$ cat config.mk
export PLATFORM = sky130hd
export DESIGN_NAME = eikcu_recip
export DESIGN_NICKNAME = d
export VERILOG_FILES = /design/src/hw/rtl/eikcu_pkg.sv /design/src/hw/rtl/eikcu_recip.sv
export SDC_FILE = /design/constraint.sdc
export NUM_CORES = 1
export LEC_CHECK = 0
export ABC_AREA = 1
export BUFFER_PORTS_ARGS = -buffer_cell sky130_fd_sc_hd__buf_2
export CAP_MARGIN = 15
export CORE_UTILIZATION = 33
export CTS_BUF_LIST = sky130_fd_sc_hd__clkbuf_4 sky130_fd_sc_hd__clkbuf_8 sky130_fd_sc_hd__clkbuf_16
export DETAILED_ROUTE_END_ITERATION = 7
export PLACE_DENSITY = 0.59
export SLEW_MARGIN = 20
export SYNTH_ARGS = -nofsm -noshare
export SYNTH_HDL_FRONTEND = slang
export SYNTH_SLANG_ARGS = --single-unit
$ cat constraint.sdc
create_clock -name clock -period 8.8 [get_ports clock]
set_input_delay 0.44 -clock clock [delete_from_list [all_inputs] [get_ports clock]]
set_output_delay 0.44 -clock clock [all_outputs]
set_load 0.02 [all_outputs]
$ cat src/hw/rtl/eikcu_pkg.sv
`timescale 1ns / 1ps
// ----------------------------------------------------------------------------
// eikcu_pkg
// Shared widths, register indexes and pipeline record types of the eikonal
// cell update block.
// ----------------------------------------------------------------------------
package eikcu_pkg;

   // field and datapath widths
   localparam int VALUE_W  = 32;  // signed q16.16 distance
   localparam int INDEX_W  = 10;  // column and row index
   localparam int DIM_W    = 11;  // grid extent registers
   localparam int SPACE_W  = 31;  // spacing and inverse spacing registers
   localparam int GUESS_W  = 34;  // first guess and final sum before saturation
   localparam int DIFF_W   = 33;  // magnitude of the axis difference
   localparam int SQ_W     = 25;  // low part of the difference that may square below q
   localparam int RAD_W    = 50;  // radicand of the square root
   localparam int ROOT_W   = 25;  // integer square root of the radicand
   localparam int REM_W    = 27;  // square root partial remainder
   localparam int QUOT1_W  = 49;  // floor(2^48 / r)
   localparam int CSR_IDX_W  = 2;
   localparam int CSR_DATA_W = 32;
   localparam int REQ_DATA_W = 152;
   localparam int RSP_DATA_W = 32;

   // register indexes of the configuration port
   localparam logic [CSR_IDX_W-1:0] REG_GRID_SPACING   = 2'd0;
   localparam logic [CSR_IDX_W-1:0] REG_INV_SPACING_SQ = 2'd1;
   localparam logic [CSR_IDX_W-1:0] REG_GRID_WIDTH     = 2'd2;
   localparam logic [CSR_IDX_W-1:0] REG_GRID_HEIGHT    = 2'd3;

   // register reset values
   localparam logic [SPACE_W-1:0] GRID_SPACING_RST   = 31'd65536;
   localparam logic [SPACE_W-1:0] INV_SPACING_SQ_RST = 31'd65536;
   localparam logic [DIM_W-1:0]   GRID_WIDTH_RST     = 11'd1024;
   localparam logic [DIM_W-1:0]   GRID_HEIGHT_RST    = 11'd1024;

   // status codes
   localparam logic STATUS_OK     = 1'b0;
   localparam logic STATUS_NO_NBR = 1'b1;

   // saturation bounds at the guess width
   localparam logic signed [GUESS_W-1:0] SAT_MAX = 34'sd2147483647;
   localparam logic signed [GUESS_W-1:0] SAT_MIN = -34'sd2147483648;

   // per-item record that travels beside the square root
   typedef struct packed {
      logic signed [VALUE_W-1:0] x;
      logic signed [VALUE_W-1:0] y;
      logic                      two_axes;
      logic signed [GUESS_W-1:0] guess;
      logic                      root_ok;
      logic                      no_nbr;
   } side_type;

   // quotients of n * 2^48 by the inverse spacing, floor and ceiling
   typedef struct packed {
      logic [RAD_W-1:0] q1_floor;
      logic [RAD_W-1:0] q1_ceil;
      logic [RAD_W-1:0] q2_floor;
      logic [RAD_W-1:0] q2_ceil;
   } recip_type;

endpackage

$ cat src/hw/rtl/eikcu_recip.sv
`timescale 1ns / 1ps
// ----------------------------------------------------------------------------
// eikcu_recip
// Bit-serial divider that forms floor and ceiling of 2^48 / r and 2^49 / r
// for the root test, rerun after reset and after each inverse spacing write.
// ----------------------------------------------------------------------------
module eikcu_recip (
   input  logic                              clock,
   input  logic                              reset,
   input  logic                              start,
   input  logic [eikcu_pkg::SPACE_W-1:0]     divisor,
   output logic                              busy,
   output eikcu_pkg::recip_type              quot
);

   localparam int STEPS   = eikcu_pkg::QUOT1_W;
   localparam int COUNT_W = $clog2(STEPS);
   localparam int DW      = eikcu_pkg::SPACE_W;
   localparam int QW      = eikcu_pkg::QUOT1_W;
   localparam int RW      = eikcu_pkg::RAD_W;
   localparam logic [COUNT_W-1:0] LAST_STEP = COUNT_W'(STEPS - 1);

   // divider states
   localparam logic [1:0] DIV_IDLE   = 2'd0;
   localparam logic [1:0] DIV_RUN    = 2'd1;
   localparam logic [1:0] DIV_FINISH = 2'd2;

   logic [1:0]         state_ff, state_in;
   logic [COUNT_W-1:0] count_ff, count_in;
   logic [DW-1:0]      rem_ff, rem_in;
   logic [QW-1:0]      q_ff, q_in;
   eikcu_pkg::recip_type quot_ff, quot_in;

   logic [DW:0]   rem_shift;
   logic          step_ge;
   logic [DW:0]   rem_sub;
   logic [DW:0]   rem_dbl;
   logic          dbl_ge;
   logic [DW:0]   rem2;
   logic [RW-1:0] q2;

   // one restoring step: numerator is a one followed by zeros
   always_comb begin
      rem_shift = {rem_ff, (count_ff == '0)};
      step_ge   = rem_shift >= {1'b0, divisor};
      rem_sub   = rem_shift - {1'b0, divisor};
   end

   // the doubled quotient follows from the first with one more step
   always_comb begin
      rem_dbl = {rem_ff, 1'b0};
      dbl_ge  = rem_dbl >= {1'b0, divisor};
      rem2    = dbl_ge ? rem_dbl - {1'b0, divisor} : rem_dbl;
      q2      = {q_ff, dbl_ge};
   end

   // sequencer
   always_comb begin
      state_in = state_ff;
      count_in = count_ff;
      rem_in   = rem_ff;
      q_in     = q_ff;
      quot_in  = quot_ff;
      case (state_ff)
         DIV_RUN: begin
            rem_in   = step_ge ? rem_sub[DW-1:0] : rem_shift[DW-1:0];
            q_in     = {q_ff[QW-2:0], step_ge};
            count_in = count_ff + 1'b1;
            if (count_ff == LAST_STEP) begin
               state_in = DIV_FINISH;
            end
         end
         DIV_FINISH: begin
            quot_in.q1_floor = {1'b0, q_ff};
            quot_in.q1_ceil  = {1'b0, q_ff} + RW'(rem_ff != '0);
            quot_in.q2_floor = q2;
            quot_in.q2_ceil  = q2 + RW'(rem2 != '0);
            state_in         = DIV_IDLE;
         end
         default: begin
         end
      endcase
      if (start) begin
         state_in = DIV_RUN;
         count_in = '0;
         rem_in   = '0;
         q_in     = '0;
      end
   end

   always_ff @(posedge clock) begin
      if (reset) begin
         state_ff <= DIV_RUN;
         count_ff <= '0;
         rem_ff   <= '0;
         q_ff     <= '0;
      end else begin
         state_ff <= state_in;
         count_ff <= count_in;
         rem_ff   <= rem_in;
         q_ff     <= q_in;
      end
   end

   always_ff @(posedge clock) begin
      quot_ff <= quot_in;
   end

   assign busy = state_ff != DIV_IDLE;
   assign quot = quot_ff;

endmodule

==> metrics.md <==
| Metric | Value |
|---|---|
| # hold bufs at CTS | 0 |
| Clock power share | between 40% and 50% |
| Detailed-route DRC error count | 0 |
| Synthesized cell area | between 10,000 and 15,000 µm² |
| # H-tree levels | 1 |
| Post-CTS Repair Setup Buffers | 0 |
| Crit path launch type | flop |
| Antenna cells | 0 |
| Number of search-and-repair iterations in the first detailed-routing pass | 5 |
| Register clock-pin slew on the reported worst setup and hold paths | 0.06 ns |
| Most utilized layer in the global route result | met2 |
| Final Hold Fails | 0 |
| Global-route met1 utilization | 25.7% |
| Part of the total power dissipated in sequential elements | 49.9% |
| Worst EP required | 9.09 ns |
| Routed wire length per instance | 16.9 µm |
| Register bit count reported by yosys | about 240 |
| Main area contributors after synthesis | edfxtp_1 31%, dfxtp_1 12%, nand2_1 12%, inv_1 7.6%, xor2_1 7.0% |
| Per-cell via count in the routed design | 4.74 |
| GPL Wtd Cong | 0.999 |
| Worst EP arrival | 5.13 ns |
| Post-route fraction of the period consumed by the critical path | 55.0% |
| Peak Freq | 0.207 GHz |
| Via count of the routed design | 12,356 |
| Area of all placed cells without fillers | approximately 17,000 µm² |
| Horizontal die dimension | 211 µm |
| Number of nets still failing antenna checks after routing | 0 |
| Final nets | 2,076 |
| Post-synth ARST share | 0% |
| CTS Root Buffer Type | clkbuf_16 |
| Row cnt | between 70 and 80 |
| Final Routed Wirelength | 44.2 mm |
| Type of the most critical hold path | in -> reg |
| Number of global-route vias before repair | 11,780 |
| Clock latency on the worst-skew pair | between 0.5 and 0.6 ns |
| Num ports | between 200 and 250 |
| Static Leakage | 0.00759 µW |
| Total nets after synthesis | 1,899 |
| WS Path Type | reg -> reg |
| Max Buffers Root-to-Sink | 3 |
| Switching component of the power | ~550 µW |
| DR iter-0 viols | ~800 |
| Post-synthesis cell count | 1,825 |
| Final global-route overflow total | 0 |
| Combinational fraction of design power | 4.5% |
| Setup Viol. Count Final | 0 |
| TritonCTS clock tree | built |
| Peak fanout along the critical path | 19 |
| Power density cells | 142 nW/µm² |
| Number of buffers created by CTS | 27 |
| Pin count of the biggest net entering global routing | between 70 and 80 |
| RSZ-0062 raised after global routing | false |
| Post-synthesis sequential area ratio | 43.6% |
| Count of instances resized after the clock tree is built | 0 |
| Synth cell count leaders | 449 x nand2_1, 290 x inv_1, 161 x nor2_1, 150 x edfxtp_1, 115 x xor2_1 |
| Effective utilization at floorplan | 33.5% |
| Fraction of layout instances using a drive strength above 1 | 18.9% |
| Run status | complete, no violations |
| Setup TNS | 0 ns |
| Antenna violations before repair | 0 |
| Final Max Slew Viols | 0 |
| Post-synth EDFFs | 150 |
| Met2 layer usage reported by global route | between 30% and 40% |
| Share of total power consumed by net switching | 23.2% |
| Overall track demand over capacity in global routing | 19.6% |
| Core Region | 43,000 µm² |
| Type of element capturing the critical path | flop |
| Total of fill cells in the finished design | 4,497 |
| Post-placement cell area | approximately 16,000 µm² |
| Portion of synthesized cell area occupied by the leading cell type | 31.3% |
| Actual slew at the worst max-slew pin | 1.02 ns |
| Die span in y | 211 µm |
| Ys flop type | edfxtp_1 |
| Worst IR Drop VDD | 131 µV |
| Max-capacitance violation count | 0 |
| Global-route wire length before repair | 67.2 mm |
| Cell with the most instances after synthesis | nand2_1 |
| Layout overhead on the synthesized area | 15.6% |
| Yosys top cell by area | edfxtp_1 |
| Setup clock skew after layout | around 0.014 ns |
| Number of clock sinks | 238 |
| Cell internal power dissipation | 1810 µW |
| Ys Warns | 0 |
| Cell variety after synth | 50 |
| Met3 track demand over resource | under 10% |
| Worst slew slack as a fraction of its limit | between 30 and 40% |
| DIE AREA | 44,400 µm² |
| DP Wirelength | 34.6 mm |
| Number of buffers inserted by port buffering | ~230 |
| Final period demand of the worst path | between 4 and 5 ns |
| Average cell area after synthesis | 7.88 µm² |
layer usage:
metal,share of wire (%),up-vias
li1,-,6139
met1,45,5708
met2,46,427
met3,5.2,82
met4,3.7,0
met5,0,-
placed cells by master (no fill, tap or decap), types with 17 or more instances in the layout:
cell type / instances
inv_2: 17
nor4_1: 18
dfxtp_1: 88
ha_1: 38
xor2_1: 115
nor3_1: 27
buf_2: 233
nand3_1: 73
a21oi_1: 85
o21ai_0: 93
edfxtp_1: 150
nand2_1: 449
nor2_1: 158
nand2_2: 17
clkbuf_16: 27
nand4_1: 26
inv_1: 289
worst max-delay path, cell delays in order, from the launching register on:
cell      delay (ns)
dfxtp_1         0.44
inv_1           0.12
fa_1            0.39
inv_1           0.17
nand3_1         0.11
nand2_2         0.15
nand2_1         0.08
nand2_1         0.18
nand2_2         0.09
nand3_1         0.11
nand2_1         0.10
nand2_4         0.23
inv_2           0.15
o21bai_1        0.18
nand2_1         0.09
nor2_1          0.05
nand2_1         0.07
ha_1            0.18
ha_1            0.22
inv_1           0.07
nor2_2          0.21
inv_2           0.10
nor2_1          0.16
nand4_1         0.19
nor4_1          0.41
nand3_1         0.16
xor2_1          0.17
final cells by class:
class                   instances  area, µm²  share of cell area (%)
inverters                     308       1160                    6.96
flip-flops and latches        238       6270                    37.7
repair buffers                239       1210                    7.29
clock buffers                  33        739                    4.45
clock inverters                16        108                   0.647
multi-input cells            1188       6410                    38.6
well taps                     585        732                    4.40
worst paths after layout:
kind / start / end / slack (ns) / cells after the start
worst min-delay path: divisor[0] / rem_ff[0] / 0.41 / 5
worst max register to register: rem_ff[0] / quot[42] / 3.96 / 26
worst min register to register: q_ff[29] / quot[80] / 0.48 / 0
worst max-delay path: rem_ff[0] / quot[42] / 3.96 / 26
sequential cells by signal, indices dropped and copies added, names as in the netlist:
register,flops
quot,150
q_ff,49
rem_ff,31
count_ff,6
state_ff,2
cells by family after synthesis:
| group | share of synthesized area [%] |
|---|---|
| buffers and inverters | 12.0 |
| adder cells (fa/ha/maj) | 3.58 |
| AND/OR/NAND/NOR | 24.7 |
| XOR/XNOR | 7.43 |
| AO/OA/AOI/OAI | 8.66 |
| other | 0.0261 |
| flip-flops | 43.6 |
through the flow:
stage | total power (µW) | util (%) | hold slack [ns] | cells | setup WS [ns]
6_report | 2350 | 38.7 | 0.415 | 2607 | 3.96
5_1_grt | 2440 | 38.7 | 0.431 | 2607 | 3.54
4_1_cts | 2390 | 38.7 | 0.379 | 2607 | 3.98
3_5_place_dp | 1300 | 36.7 | 0.456 | 2558 | 3.91
3_3_place_gp | 1300 | 36.7 | 0.445 | 2558 | 4.00
2_1_floorplan | 1270 | - | 0.403 | 1825 | 1.49
power groups by stage:
stage	sequential, µW	clock [µW]	combinational, µW
5_1_grt	1170	1150	120
4_1_cts	1170	1110	106
2_1_floorplan	1200	0	72.7
3_3_place_gp	1200	0	105
3_5_place_dp	1200	0	105
6_report	1170	1070	106
Power figures use the tool's default switching activity.
